**src/rtl/core/fuis_ram.sv**
```systemverilog
// Generic single-write, single-read RAM with registered read data.
module fuis_ram #(
    parameter int WIDTH = 8,
    parameter int DEPTH = 16
) (
    input  logic                     clk,
    input  logic                     we,
    input  logic [$clog2(DEPTH)-1:0] waddr,
    input  logic [WIDTH-1:0]         wdata,
    input  logic                     re,
    input  logic [$clog2(DEPTH)-1:0] raddr,
    output logic [WIDTH-1:0]         rdata
);

    logic [WIDTH-1:0] mem [DEPTH];
    logic [WIDTH-1:0] rdata_reg;

    always_ff @(posedge clk)
    begin
        if (we)
        begin
            mem[waddr] <= wdata;
        end
        if (re)
        begin
            rdata_reg <= mem[raddr];
        end
    end

    assign rdata = rdata_reg;

endmodule

```
**config.mk**
```make
export PLATFORM = sky130hd
export DESIGN_NAME = fuis_ram
export DESIGN_NICKNAME = d
export VERILOG_FILES = /design/src/rtl/core/fuis_ram.sv
export SDC_FILE = /design/constraint.sdc
export NUM_CORES = 1
export LEC_CHECK = 0
export BUFFER_PORTS_ARGS = -buffer_cell sky130_fd_sc_hd__buf_4
export CORE_UTILIZATION = 54
export DETAILED_ROUTE_END_ITERATION = 12
export HOLD_SLACK_MARGIN = 0.02
export PLACE_DENSITY = 0.71
export SLEW_MARGIN = 5
export SYNTH_ARGS = -nofsm -noshare
export SYNTH_HDL_FRONTEND = slang
export SYNTH_SLANG_ARGS = --single-unit
```
**constraint.sdc**
```tcl
create_clock -name clk -period 2 [get_ports clk]
set_input_delay 0.4 -clock clk [delete_from_list [all_inputs] [get_ports clk]]
set_output_delay 0.4 -clock clk [all_outputs]
set_load 0.02 [all_outputs]
```
# Word level (Yosys, flattened, before mapping)
# Memory sizes are Yosys's and may differ from the RTL's. A register that Yosys moved wholly into a read port is not among the register bits.
# Index checks and enable logic that the tools add are counted.
[word_totals] latchBits=0 mem_count=1 rom_bits=0 out_inout_bits=8 elab_cells=3 ramBits=128 reg_bits=0
[memory_table] memory="mem" depth=16 width=8 read_ports=1 rd_ports_with_merged_regs=1 wr=1 line="15" source="logic [WIDTH-1:0] mem [DEPTH];"
[classes] n_addsub=0 mux=2 n_bitwise=0 n_reduce_logical=0 multipliers=0 div=0 magnitude_cmp=0 n_shift=0 n_eq_ne=0
[ops] cell="2-to-1 mux 1 bit" n=2

# Logic depth before layout (Yosys ltp)
[depth] ltp_word=2 mapped_depth=5 mapped_depth_nobuf=3

# Least setup slack after synthesis
# Ideal clock, no wire load.
[synth_timing] path_type="input port to flip-flop" start="input waddr[2]" end="memory mem[0][0], enable pin" setup_ns=0.383 slack_ns=0.107 cell_stages=2 arrival_ns=1.510 n_path_buf=0 cell_sequence="or3b_2 > nor3_1"
[synth_lines] item="from (decl)" line="8" source="input logic [$clog2(DEPTH)-1:0] waddr,"
[synth_lines] item="to (decl)" line="15"
# No word-level cell before the write port.

==> run_summary.xml <==
<?xml version="1.0" encoding="UTF-8"?>
<metrics>
  <group name="status">
    <metric name="status" unit="">complete, no violations</metric>
  </group>
  <group name="sta">
    <metric name="timing_worst_slew_pin_value" unit="ns">0.357</metric>
    <metric name="setup_total_negative_slack" unit="ns">0</metric>
    <metric name="rsz0062_at_grt" unit="">false</metric>
    <metric name="final.setup_skew" unit="ns">0.00532</metric>
    <metric name="relSlewSlack" unit="">0.762</metric>
    <metric name="final-setup-viol-count" unit="">0</metric>
    <metric name="report.final.slew_viol_count" unit="">0</metric>
    <metric name="achievable-frequency" unit="GHz">0.660</metric>
    <metric name="timing.final.ws_setup" unit="ns">0.485</metric>
    <metric name="final_hold_viol_count" unit="">0</metric>
    <metric name="layout_worst_path_cycle_share" unit="">0.757</metric>
    <metric name="post-route-min-period" unit="ns">1.51</metric>
  </group>
  <group name="routing">
    <metric name="drt_drc_violations_left" unit="">0</metric>
    <metric name="drt-wirelength-per-cell" unit="um">21.8</metric>
    <metric name="sum_of_routed_wire_length_over_all_layers" unit="um">9340</metric>
    <metric name="num_vias" unit="">2458</metric>
    <metric name="vias_per_cell" unit="">5.73</metric>
    <metric name="drt_pass1_iterations" unit="">4</metric>
    <metric name="final_antenna_net_count" unit="">0</metric>
    <metric name="first_drt_iteration_drcs" unit="">111</metric>
  </group>
  <group name="floorplan">
    <metric name="die_y" unit="um">100</metric>
    <metric name="placementRows" unit="">35</metric>
    <metric name="core_area" unit="mm2">0.00933</metric>
    <metric name="top_level_ports" unit="">27</metric>
    <metric name="floorplan.initialDensity" unit="">0.560</metric>
    <metric name="die_width" unit="um">100</metric>
    <metric name="design.die.area" unit="mm2">0.0101</metric>
  </group>
  <group name="clock_network">
    <metric name="master_cell_of_the_clock_root_buffer" unit="">sky130_fd_sc_hd__clkbuf_8</metric>
    <metric name="clock_tree.htree_level_count" unit="">4</metric>
    <metric name="cts_tree" unit="">built</metric>
    <metric name="clock_tree.buffer_depth" unit="">2</metric>
    <metric name="postCtsHoldBufs" unit="">0</metric>
    <metric name="number_of_cts_inserted_buffers" unit="">17</metric>
    <metric name="worstSkewPairLatency" unit="ns">0.50</metric>
    <metric name="cts_post_setup_buffers_inserted" unit="">0</metric>
    <metric name="clk_pin_slew" unit="ns">0.06</metric>
    <metric name="clock_sinks" unit="">136</metric>
    <metric name="cts_resized" unit="">0</metric>
  </group>
  <group name="critical_path">
    <metric name="crit_path_top_delay_cell" unit="">sky130_fd_sc_hd__mux4_1</metric>
    <metric name="setup.worst_path.start_class" unit="">flop</metric>
    <metric name="crit_type" unit="">reg2reg</metric>
    <metric name="timing.critical_path.max_delay_family" unit="">multiplexers</metric>
    <metric name="r2r_slack" unit="ns">0.49</metric>
    <metric name="crit_path_end_kind" unit="">flop</metric>
    <metric name="slowest_delay" unit="ns">0.52</metric>
    <metric name="timing.critical_path.arrival" unit="ns">1.76</metric>
    <metric name="path_max_fanout" unit="">1</metric>
    <metric name="critical_path_required" unit="ns">2.25</metric>
    <metric name="worstPathBufferInverterCount" unit="">0</metric>
    <metric name="path_cells" unit="">mux4_1 &gt; a22oi_1 &gt; nand2_1</metric>
  </group>
  <group name="grt">
    <metric name="global_route.overflow_total" unit="">0</metric>
    <metric name="pin_count_of_the_biggest_net_entering_global_routing" unit="">17</metric>
    <metric name="globalRouteTotalUtil" unit="">0.207</metric>
    <metric name="grt_antenna_before_repair" unit="">0</metric>
    <metric name="grt_pass1_vias" unit="">2584</metric>
    <metric name="grt_pass1_wl" unit="um">14200</metric>
  </group>
  <group name="synthesis">
    <metric name="syn-num-nets" unit="">248</metric>
    <metric name="synthDistinctLibCells" unit="">18</metric>
    <metric name="yosysSeqAreaShare" unit="">0.781</metric>
    <metric name="syn_inst" unit="">229</metric>
    <metric name="syn_area" unit="mm2">0.00523</metric>
    <metric name="yosys_register_bits" unit="">136</metric>
    <metric name="yosysWarnings" unit="">0</metric>
    <metric name="synthesis.area_per_instance" unit="um2">22.8</metric>
  </group>
  <group name="final_layout">
    <metric name="num-nets-final" unit="">306</metric>
    <metric name="seqCellArea" unit="mm2">0.00408</metric>
    <metric name="fill_cell_total_of_the_finished_layout" unit="">560</metric>
    <metric name="antenna-diode-count" unit="">0</metric>
    <metric name="area_growth_syn_to_layout" unit="%">20.3</metric>
    <metric name="largest_register_ff_count" unit="">128</metric>
    <metric name="post_route_cells_drive_above_1_share" unit="">0.327</metric>
    <metric name="final_core_utilization" unit="">0.674</metric>
    <metric name="multi_input_area" unit="mm2">0.00106</metric>
  </group>
  <group name="hold_path">
    <metric name="timing.hold.worst.class" unit="">in2reg</metric>
  </group>
  <group name="pwr">
    <metric name="ir_drop" unit="V">0.000579</metric>
    <metric name="leakage" unit="uW">0.00212</metric>
    <metric name="design_power_total" unit="uW">6480</metric>
    <metric name="power.density_cell_area" unit="mW/mm2">1030</metric>
  </group>
  <group name="placement">
    <metric name="port-buffer-count" unit="">26</metric>
    <metric name="place_ws" unit="ns">0.0973</metric>
    <metric name="finalWeightedCongestion" unit="">0.727</metric>
    <metric name="post-dp-hpwl" unit="um">6110</metric>
  </group>
  <group name="run">
    <metric name="maxCapViolations" unit="">0</metric>
  </group>
</metrics>
-- stage by stage --
stage,hold WS [ns],std cells,instance area (um2)
2_1_floorplan,0.499,229,5230
3_5_place_dp,0.705,397,5720
4_1_cts,0.175,429,6290
5_1_grt,0.199,429,6290
3_3_place_gp,0.699,397,5720
6_report,0.194,429,6290
-- per-layer routing --
layer	global-route usage	up-vias	wire length (um)
li1	-	1097	-
met1	0.274	1282	4090
met2	0.339	67	4790
met3	0.0446	12	343
met4	0.0881	0	119
met5	0	-	0
-- power by group --
part	internal, uW	switching, uW
registers	3210	18.9
logic	154	176
clock network	1780	1140
-- synthesized netlist by cell type --
library cell,instances,area share
sky130_fd_sc_hd__and2_1,1,0.0012
sky130_fd_sc_hd__buf_6,3,0.0065
sky130_fd_sc_hd__edfxtp_1,136,0.78
sky130_fd_sc_hd__clkdlybuf4s25_2,3,0.0057
sky130_fd_sc_hd__nand3b_1,2,0.0029
sky130_fd_sc_hd__buf_4,1,0.0014
sky130_fd_sc_hd__nor2_1,13,0.0093
sky130_fd_sc_hd__mux4_1,14,0.070
sky130_fd_sc_hd__or3b_2,1,0.0017
sky130_fd_sc_hd__buf_2,3,0.0029
sky130_fd_sc_hd__a22oi_1,16,0.023
sky130_fd_sc_hd__nand2b_1,2,0.0024
sky130_fd_sc_hd__and2b_1,1,0.0014
sky130_fd_sc_hd__mux4_2,18,0.078
sky130_fd_sc_hd__nor3_1,4,0.0038
sky130_fd_sc_hd__nand3_1,1,0.00096
sky130_fd_sc_hd__nand2_1,9,0.0065
sky130_fd_sc_hd__nor2b_1,1,0.0012
-- placed cells by master (no fill, tap or decap), drive strengths merged, types with 2 or more instances in the layout --
cell type  netlist  final
edfxtp         136    136
buf              7     49
clkbuf           0     18
a22oi           16     16
clkinv           0      3
bufinv           0      2
nand3b           2      2
nor2            13     13
nand2            9      9
nor3             4      4
nand2b           2      2
clkinvlp         0      7
mux4            32     32
inv              0      2
-- kinds of logic after synthesis --
family / synth area share
mux: 0.148
flops: 0.781
buf+inv: 0.0165
compound gates: 0.0230
simple gates: 0.0314
-- worst reg2reg max path, cell delays in order, from the launching register on --
cell	delay, ns
sky130_fd_sc_hd__edfxtp_1	0.37
sky130_fd_sc_hd__mux4_1	0.52
sky130_fd_sc_hd__a22oi_1	0.28
sky130_fd_sc_hd__nand2_1	0.10
-- final cells by class --
cell class / count / area share
clock buffers: 18 / 0.0664
clock inverters: 14 / 0.0241
multi-input cells: 83 / 0.168
flip-flops and latches: 136 / 0.649
well taps: 129 / 0.0257
repair buffers: 49 / 0.0664
-- final timing paths --
path	start	end	cells past startpoint
max	mem[1][5]$_DFFE_PP_	rdata[5]$_DFFE_PP_	3
min	wdata[1]	mem[12][1]$_DFFE_PP_	1
max reg2reg	mem[1][5]$_DFFE_PP_	rdata[5]$_DFFE_PP_	3
min reg2reg	mem[7][0]$_DFFE_PP_	rdata[0]$_DFFE_PP_	3
Note: power is estimated with default switching activity, not from simulation.
