--- src/rtl/core/fuis_pkg.sv ---
// Package with the constants, types and helper functions of the first-unique block.
package fuis_pkg;

    localparam int HISTORY_DEPTH = 1024;
    localparam int VALUE_BITS    = 12;
    localparam int IN_BITS       = 12;
    localparam int OUT_BITS      = 12;
    localparam int HIST_AW       = $clog2(HISTORY_DEPTH);
    localparam int FILL_W        = $clog2(HISTORY_DEPTH + 1);
    localparam int COUNT_DEPTH   = 1 << VALUE_BITS;

    typedef logic [VALUE_BITS-1:0] val_t;
    typedef logic [HIST_AW-1:0]    hidx_t;
    typedef logic [FILL_W-1:0]     fill_t;
    typedef logic [1:0]            cnt_t;

    // Saturating occurrence codes.
    localparam cnt_t CNT_NONE = 2'd0;
    localparam cnt_t CNT_ONCE = 2'd1;
    localparam cnt_t CNT_MANY = 2'd2;

    typedef enum logic [2:0] {
        ST_CLEAR,
        ST_IDLE,
        ST_COUNT,
        ST_SCAN_HIST,
        ST_SCAN_CNT,
        ST_SCAN_CHK,
        ST_EMIT
    } state_t;

    typedef struct packed {
        logic  we;
        hidx_t waddr;
        val_t  wdata;
        logic  re;
        hidx_t raddr;
    } hist_req_t;

    typedef struct packed {
        logic we;
        val_t waddr;
        cnt_t wdata;
        logic re;
        val_t raddr;
    } cnt_req_t;

    typedef struct packed {
        logic [OUT_BITS-1:0] first_value;
        logic                first_valid;
        logic                overflow;
    } res_t;

    // Keep the low VALUE_BITS bits of an input word.
    function automatic val_t to_val(input logic [IN_BITS-1:0] x);
        logic [31:0] t;
        t = 32'(x);
        return t[VALUE_BITS-1:0];
    endfunction

    // Fit a stored value to the output field.
    function automatic logic [OUT_BITS-1:0] to_out(input val_t x);
        logic [31:0] t;
        t = 32'(x);
        return t[OUT_BITS-1:0];
    endfunction

endpackage

--- src/rtl/core/fuis_core.sv ---
// Sequencer and datapath: count update, first-unique tracking and forward scan.
module fuis_core (
    input  logic               clk,
    input  logic               rst_n,
    input  logic               in_valid,
    output logic               in_ready,
    input  logic [11:0]        value_in,
    output fuis_pkg::hist_req_t hist_req,
    input  fuis_pkg::val_t     hist_rd_data,
    output fuis_pkg::cnt_req_t cnt_req,
    input  fuis_pkg::cnt_t     cnt_rd_data,
    output logic               res_valid,
    input  logic               res_ready,
    output fuis_pkg::res_t     res
);

    import fuis_pkg::*;

    state_t state_reg, state_next;
    val_t   clr_cnt_reg, clr_cnt_next;
    val_t   v_reg, v_next;
    logic   ovf_reg, ovf_next;
    fill_t  fill_reg, fill_next;
    hidx_t  first_idx_reg, first_idx_next;
    val_t   first_val_reg, first_val_next;
    logic   present_reg, present_next;
    hidx_t  scan_idx_reg, scan_idx_next;

    logic   accept;
    logic   full;
    logic   hit_first;
    cnt_t   cnt_new;
    fill_t  scan_succ;
    logic   scan_more;
    logic   scan_found;
    logic   clr_last;

    assign accept     = in_valid && in_ready;
    assign full       = (fill_reg == fill_t'(HISTORY_DEPTH));
    assign hit_first  = present_reg && (first_val_reg == v_reg);
    assign cnt_new    = (cnt_rd_data == CNT_NONE) ? CNT_ONCE : CNT_MANY;
    assign scan_succ  = fill_t'(scan_idx_reg) + fill_t'(1);
    assign scan_more  = (scan_succ < fill_reg);
    assign scan_found = (cnt_rd_data == CNT_ONCE);
    assign clr_last   = (clr_cnt_reg == '1);

    // Next state.
    always_comb
    begin
        state_next = state_reg;
        unique case (state_reg)
            ST_CLEAR:
            begin
                if (clr_last)
                begin
                    state_next = ST_IDLE;
                end
            end
            ST_IDLE:
            begin
                if (in_valid)
                begin
                    state_next = full ? ST_EMIT : ST_COUNT;
                end
            end
            ST_COUNT:
            begin
                state_next = hit_first ? ST_SCAN_HIST : ST_EMIT;
            end
            ST_SCAN_HIST:
            begin
                state_next = ST_SCAN_CNT;
            end
            ST_SCAN_CNT:
            begin
                state_next = ST_SCAN_CHK;
            end
            ST_SCAN_CHK:
            begin
                if (scan_found || !scan_more)
                begin
                    state_next = ST_EMIT;
                end
                else
                begin
                    state_next = ST_SCAN_HIST;
                end
            end
            ST_EMIT:
            begin
                if (res_ready)
                begin
                    state_next = ST_IDLE;
                end
            end
            default:
            begin
                state_next = ST_CLEAR;
            end
        endcase
    end

    // Memory requests and handshake outputs.
    always_comb
    begin
        hist_req       = '0;
        cnt_req        = '0;
        in_ready       = 1'b0;
        res_valid      = 1'b0;
        hist_req.waddr = fill_reg[HIST_AW-1:0];
        hist_req.wdata = to_val(value_in);
        hist_req.raddr = scan_idx_reg;
        cnt_req.raddr  = to_val(value_in);
        cnt_req.waddr  = v_reg;
        cnt_req.wdata  = cnt_new;
        unique case (state_reg)
            ST_CLEAR:
            begin
                cnt_req.we    = 1'b1;
                cnt_req.waddr = clr_cnt_reg;
                cnt_req.wdata = CNT_NONE;
            end
            ST_IDLE:
            begin
                in_ready    = 1'b1;
                hist_req.we = in_valid && !full;
                cnt_req.re  = in_valid && !full;
            end
            ST_COUNT:
            begin
                cnt_req.we = 1'b1;
            end
            ST_SCAN_HIST:
            begin
                hist_req.re = 1'b1;
            end
            ST_SCAN_CNT:
            begin
                cnt_req.re    = 1'b1;
                cnt_req.raddr = hist_rd_data;
            end
            ST_SCAN_CHK:
            begin
            end
            ST_EMIT:
            begin
                res_valid = 1'b1;
            end
            default:
            begin
            end
        endcase
    end

    assign res.first_value = present_reg ? to_out(first_val_reg) : '0;
    assign res.first_valid = present_reg;
    assign res.overflow    = ovf_reg;

    // Datapath register updates.
    always_comb
    begin
        clr_cnt_next   = clr_cnt_reg;
        v_next         = v_reg;
        ovf_next       = ovf_reg;
        fill_next      = fill_reg;
        first_idx_next = first_idx_reg;
        first_val_next = first_val_reg;
        present_next   = present_reg;
        scan_idx_next  = scan_idx_reg;
        unique case (state_reg)
            ST_CLEAR:
            begin
                clr_cnt_next = clr_cnt_reg + val_t'(1);
            end
            ST_IDLE:
            begin
                if (accept)
                begin
                    v_next   = to_val(value_in);
                    ovf_next = full;
                end
            end
            ST_COUNT:
            begin
                fill_next = fill_reg + fill_t'(1);
                if (hit_first)
                begin
                    present_next  = 1'b0;
                    scan_idx_next = first_idx_reg + hidx_t'(1);
                end
                else if (!present_reg && (cnt_new == CNT_ONCE))
                begin
                    present_next   = 1'b1;
                    first_idx_next = HIST_AW'(fill_reg);
                    first_val_next = v_reg;
                end
            end
            ST_SCAN_CHK:
            begin
                if (scan_found)
                begin
                    present_next   = 1'b1;
                    first_idx_next = scan_idx_reg;
                    first_val_next = hist_rd_data;
                end
                else if (scan_more)
                begin
                    scan_idx_next = HIST_AW'(scan_succ);
                end
            end
            ST_SCAN_HIST, ST_SCAN_CNT, ST_EMIT:
            begin
            end
            default:
            begin
            end
        endcase
    end

    always_ff @(posedge clk or negedge rst_n)
    begin
        if (!rst_n)
        begin
            state_reg     <= ST_CLEAR;
            clr_cnt_reg   <= '0;
            fill_reg      <= '0;
            first_idx_reg <= '0;
            present_reg   <= 1'b0;
        end
        else
        begin
            state_reg     <= state_next;
            clr_cnt_reg   <= clr_cnt_next;
            fill_reg      <= fill_next;
            first_idx_reg <= first_idx_next;
            present_reg   <= present_next;
        end
    end

    always_ff @(posedge clk)
    begin
        v_reg         <= v_next;
        ovf_reg       <= ovf_next;
        first_val_reg <= first_val_next;
        scan_idx_reg  <= scan_idx_next;
    end

endmodule

--- config.mk ---
export PLATFORM = sky130hd
export DESIGN_NAME = fuis_core
export DESIGN_NICKNAME = d
export VERILOG_FILES = /design/src/rtl/core/fuis_pkg.sv /design/src/rtl/core/fuis_core.sv
export SDC_FILE = /design/constraint.sdc
export NUM_CORES = 1
export LEC_CHECK = 0
export BUFFER_PORTS_ARGS = -buffer_cell sky130_fd_sc_hd__buf_2
export CAP_MARGIN = 10
export CORE_ASPECT_RATIO = 2
export CORE_MARGIN = 2
export CORE_UTILIZATION = 40
export DETAILED_ROUTE_END_ITERATION = 12
export SLEW_MARGIN = 10
export SYNTH_ARGS = -nofsm -noshare
export SYNTH_HDL_FRONTEND = slang
export SYNTH_SLANG_ARGS = --single-unit
--- constraint.sdc ---
create_clock -name clk -period 3.1 [get_ports clk]
set_input_delay 0.465 -clock clk [delete_from_list [all_inputs] [get_ports clk]]
set_output_delay 0.465 -clock clk [all_outputs]
set_load 0.02 [all_outputs]
# Yosys cells after proc, flatten, opt, wreduce, memory -nomap -nowiden
# Index checks and enable logic that the tools add are counted.
[word_totals]
inputBits = 30
output_inout_bits = 78
ff_bits = 72
elab_cells = 85
[classes]
n_addsub = 4
n_reduce_logical = 17
magnitude_cmp = 1
mux = 33
eq_ne = 21
[op_table]
columns = ["operator", "n"]
rows = [
  ["two-way mux 10 bit", 6],
  ["two-way mux 12 bit", 5],
  ["one-hot mux 10 bit (2 select lines)", 2],
  ["one-hot mux 12 bit (2 select lines)", 1],
  ["one-hot mux 3 bit (7 select lines)", 1],
  ["two-way mux 3 bit", 6],
  ["inequality test 2 bit (second input constant)", 9],
  ["two-way mux 14 bit", 1],
  ["adder 12 x 1 -> 12 bit (second input constant)", 1],
  ["== test 12 bit", 1],
  ["== test 12 bit (second input constant)", 1],
  ["adder 10 x 1 -> 11 bit (second input constant)", 1],
  ["adder 11 x 1 -> 11 bit (second input constant)", 1],
  ["== test 11 bit (second input constant)", 1],
  ["< comparator 11 bit", 1],
  ["adder 10 x 1 -> 10 bit (second input constant)", 1],
  ["== test 3 bit (second input constant)", 3],
  ["two-way mux 1 bit", 8],
  ["AND reduction 4 bit", 2],
  ["== test 3 x 2 -> 1 bit (second input constant)", 2],
  ["AND reduction 3 bit", 2],
  ["== test 2 x 1 -> 1 bit (second input constant)", 2],
  ["logical AND 1 bit", 4],
  ["one-hot mux 1 bit (2 select lines)", 2],
  ["other kinds (10)", 12],
]

# Logic depth before layout (Yosys ltp)
[logic_depth]
ltp_word = 7
mapped_depth = 9
depth_no_buf = 9

# Worst setup path before layout
# Ideal clock, no wire load.
[synth_timing]
path_type = "register -> register"
start = "register scan_idx_reg[0]"
end = "register scan_idx_reg[0], enable pin"
path_stages_with_launch = 9
t_required_ns = 2.709
setup_ns = 0.391
path_buffers = 0
path_slack_ns = 0.050
arrival_time_ns = 2.659
synth_period_minus_slack_ns = 3.050
cell_sequence = "edfxtp_1 ha_1 nand2_1 nor3_1 ha_1 a221o_1 a31oi_1 nand3_1 o21ai_0"
[synth_via]
elab_chain_len = 4
[synth_rtl]
columns = ["element", "line", "text"]
rows = [
  ["from (decl)", "fuis_core.sv:27", "hidx_t scan_idx_reg, scan_idx_next;"],
  ["from (signal assigned)", "fuis_core.sv:245", "scan_idx_reg <= scan_idx_next;"],
  ["adder 10 x 1 -> 11 bit", "fuis_core.sv:42", "assign scan_succ = fill_t'(scan_idx_reg) + fill_t'(1);"],
  ["< comparator 11 bit", "fuis_core.sv:43", "assign scan_more = (scan_succ < fill_reg);"],
  ["inequality test 2 bit (no source line)", "--", ""],
  ["AND reduction 4 bit (no source line)", "--", ""],
]
# Every way passes these cells.
# A chain may end at the register's enable or synchronous reset.

# Worst setup path in the final report
[layout_timing]
start = "register scan_idx_reg[0]"
end = "register scan_idx_reg[9], enable pin"
# Same word-level chain as after synthesis.

==> results.md <==
* Top cell type's share of synthesized area at 24.0%
* Cts repair resizes at 0
* Max cap viols at 0
* Buffers on Ports at 107
* Element type at the critical path end: register
* Fin Setup TNS at 0 ns
* Syn_nets at 454
* Crit-path cells: ha_1, nand2_1, nor3_1, ha_1, a221o_1, a31oi_1, nand3_1, o21ai_0, buf_4
* Setup violators final at 0
* Largest area contributor in the netlist: edfxtp_1
* Worst path top cell family by delay: compound AO/OA/AOI/OAI gates
* Area Overhead vs Synth at 18.9%
* CP max stage delay at 0.53 ns
* Reg clk slew, reported paths at 0.06 ns
* Critical path type: register to register
* Least-Margin Pin Slew at 0.891 ns
* Yosys reg bits at 72
* Post-Syn Area at 4390 µm²
* Avg Vias per Cell at 5.17
* Core area at 10,800 µm²
* EDFF count, synth at 35
* Hpwl dp at 9.33 mm
* Setup bufs post-CTS at 0
* Layout Skew at 0.00599 ns
* Die W at 78.0 µm
* Maximum clock frequency at 367 MHz
* Data required, critical path at 3.13 ns
* Syn. warnings at 0
* Iter 0 DRT Violations at 207
* Share of layout cells above drive strength 1 at 36.0%
* Later-pin clock latency in the skew report at 0.33 ns
* CP Buf/Inv Count at 1
* Primary FF master, synth: dfrtp_1
* Vias in the first global route at 3,553
* Hold_buf cts at 0
* Die area at 11,900 µm²
* Minimum clock period at 2.72 ns
* Asr flop ratio synth at 51.4%
* Overall Global Routing Usage at 20.9%
* H-tree Lvls at 3
* Final hold violations at 0
* Drt drc at 0
* Reg2Reg Depth at 9
* Syn Inst Count at 409
* CP arrival at 2.76 ns
* Leak at 2.24 nW
* Worst vdd ir at 0.432 mV
* CP max-delay cell: edfxtp_1
* Critical path fanouts, max at 10
* Syn_area_per_cell at 10.7 µm²
* Area of the multi-input gates at 2110 µm²
* Num rows at 54
* Final nets at 543
* Vias at 3,326
* Startpoint types: register
* Worst min-delay path class: input pin to asynchronous set/reset pin
* Slew Viols, Final at 0
* Gpl congestion at 0.864
* Detail Route Antenna Nets at 0
* RSZ-0062 raised after global routing: false
* Status: completed
* TritonCTS Sinks at 72
* Largest net degree at the start of global routing at 38
* Most frequent CP cell: ha_1
* Storage element area at 1980 µm²
* Top Ports at 108
* Diodes inserted at 0
* First-pass GRT wire length at 19.0 mm
* Pre-antenna DRT Iters at 4
* CTS tree: built
* Fillcell total at 1,047
* Relative slew slack at 40.6%
* Wire length per cell at 18.4 µm
* Clock buffer count from CTS at 9
* Clock root buffer: clkbuf_16
* Synth top area cells: edfxtp_1 (24%), dfrtp_1 (21%), mux2_2 (10%)
* Power density of the placed cells at 852 nW/µm²
* DIE HEIGHT at 152 µm
* Period utilization at 87.8%
* Antenna violations before repair at 0
* Synth unique cells at 44
* Global route overflow at 0
* Initial Util at 40.6%
* Worst-case clock buffer depth at 2
* Seq/Total Area, Yosys at 45.1%
* Hold_ws at 0.253 ns
* Final WL at 11.8 mm
* Worst path depth at 9
[where the power goes]
| group | leakage (nW) | switching [mW] | internal [mW] |
|---|---|---|---|
| registers | 0.791 | 0.311 | 1.26 |
| logic | 1.32 | 1.06 | 0.804 |
| clock network | 0.136 | 0.388 | 0.614 |
| total | 2.24 | 1.76 | 2.68 |
[metal layers]
layer / up-vias / GRT usage (%) / part of all wire (%) / routed length, µm
li1: 1600 / - / - / -
met1: 1598 / 19.7 / 33 / 3940
met2: 96 / 41.1 / 59 / 6970
met3: 32 / 3.80 / 3.5 / 409
met4: 0 / 10.8 / 4.1 / 484
met5: - / 0 / 0 / 0
[layout by cell type (no fill, tap or decap), types with 2 or more instances in the layout]
master        n
buf_2       107
xnor2_1      39
mux2_2       39
nor2_1       37
dfrtp_1      37
edfxtp_1     35
nand2_1      20
inv_1        19
ha_1         15
nand3_1      14
nand4_1      13
and2_1       13
a21oi_1      12
xor2_1       10
mux2i_1      10
a21oi_2       9
clkbuf_16     9
buf_4         8
and4_1        7
o21ai_0       7
nor3_1        5
nor2b_1       3
and3_1        2
nand2b_1      2
nor4_1        2
or3_1         2
a41oi_1       2
clkinv_2      2
clkinvlp_4    2
clkinv_1      2
[Yosys cell counts, types with 4 or more instances]
master and count:
a21oi_1 12, a21oi_2 10, and2_1 13, and4_1 7, buf_2 6, buf_4 26, clkbuf_1 4, dfrtp_1 37
edfxtp_1 35, ha_1 15, inv_1 19, mux2_2 39, mux2i_1 10, nand2_1 20, nand3_1 14, nand4_1 13
nor2_1 37, nor3_1 6, o21ai_0 7, xnor2_1 39, xor2_1 10
[worst register-to-register path: cells and delay by family, from the launching register on]
family	cells	cell delay, ns
AOI/OAI and AO/OA	3	0.74
adders and majority gates	2	0.58
DFF	1	0.53
buffers and inverters	1	0.23
and+or+nand+nor	3	0.35
[path summary, 6_finish.rpt]
kind	start	to	slack [ns]
worst max register to register	scan_idx_reg[0]	scan_idx_reg[9]	0.38
max in group asynchronous	rst_n	state_reg[1]	2.28
worst max-delay path	scan_idx_reg[0]	scan_idx_reg[9]	0.38
worst min-delay path	rst_n	first_idx_reg[7]	0.25
worst min register to register	fill_reg[10]	fill_reg[10]	0.51
min in group clk	value_in[6]	v_reg[6]	0.33
[through the flow]
step	setup slack [ns]	util, %	area [µm²]	std cells	power [mW]
floorplan	0.0502	-	4390	409	2.91
global placement	0.469	45.6	4920	627	3.45
detailed placement	0.403	45.6	4920	627	3.48
CTS	0.381	48.2	5210	643	4.49
global route	0.177	48.2	5210	643	4.71
finish	0.378	48.2	5210	643	4.44
[logic make-up (layout without fill, tap and decap cells)]
kind of cell	after synthesis	after routing	synth area share [%]
flip-flops	72	72	45.1
adder cells (fa/ha/maj)	15	15	4.28
buffers and inverters	56	150	7.19
AO/OA/AOI/OAI	42	42	6.53
multiplexers	49	49	12.3
AND/OR/NAND/NOR	126	126	14.8
XOR/XNOR	49	49	9.79
[area by class of cell]
| type | count | share of cell area (%) |
|---|---|---|
| multi-input cells | 281 | 40.4 |
| flip-flops and latches | 72 | 37.9 |
| repair buffers | 115 | 11.4 |
| clock buffers | 9 | 4.32 |
| well taps | 140 | 3.36 |
| inverters | 19 | 1.37 |
| clock inverters | 7 | 1.20 |
No activity file was read; power rests on OpenSTA's default activity.
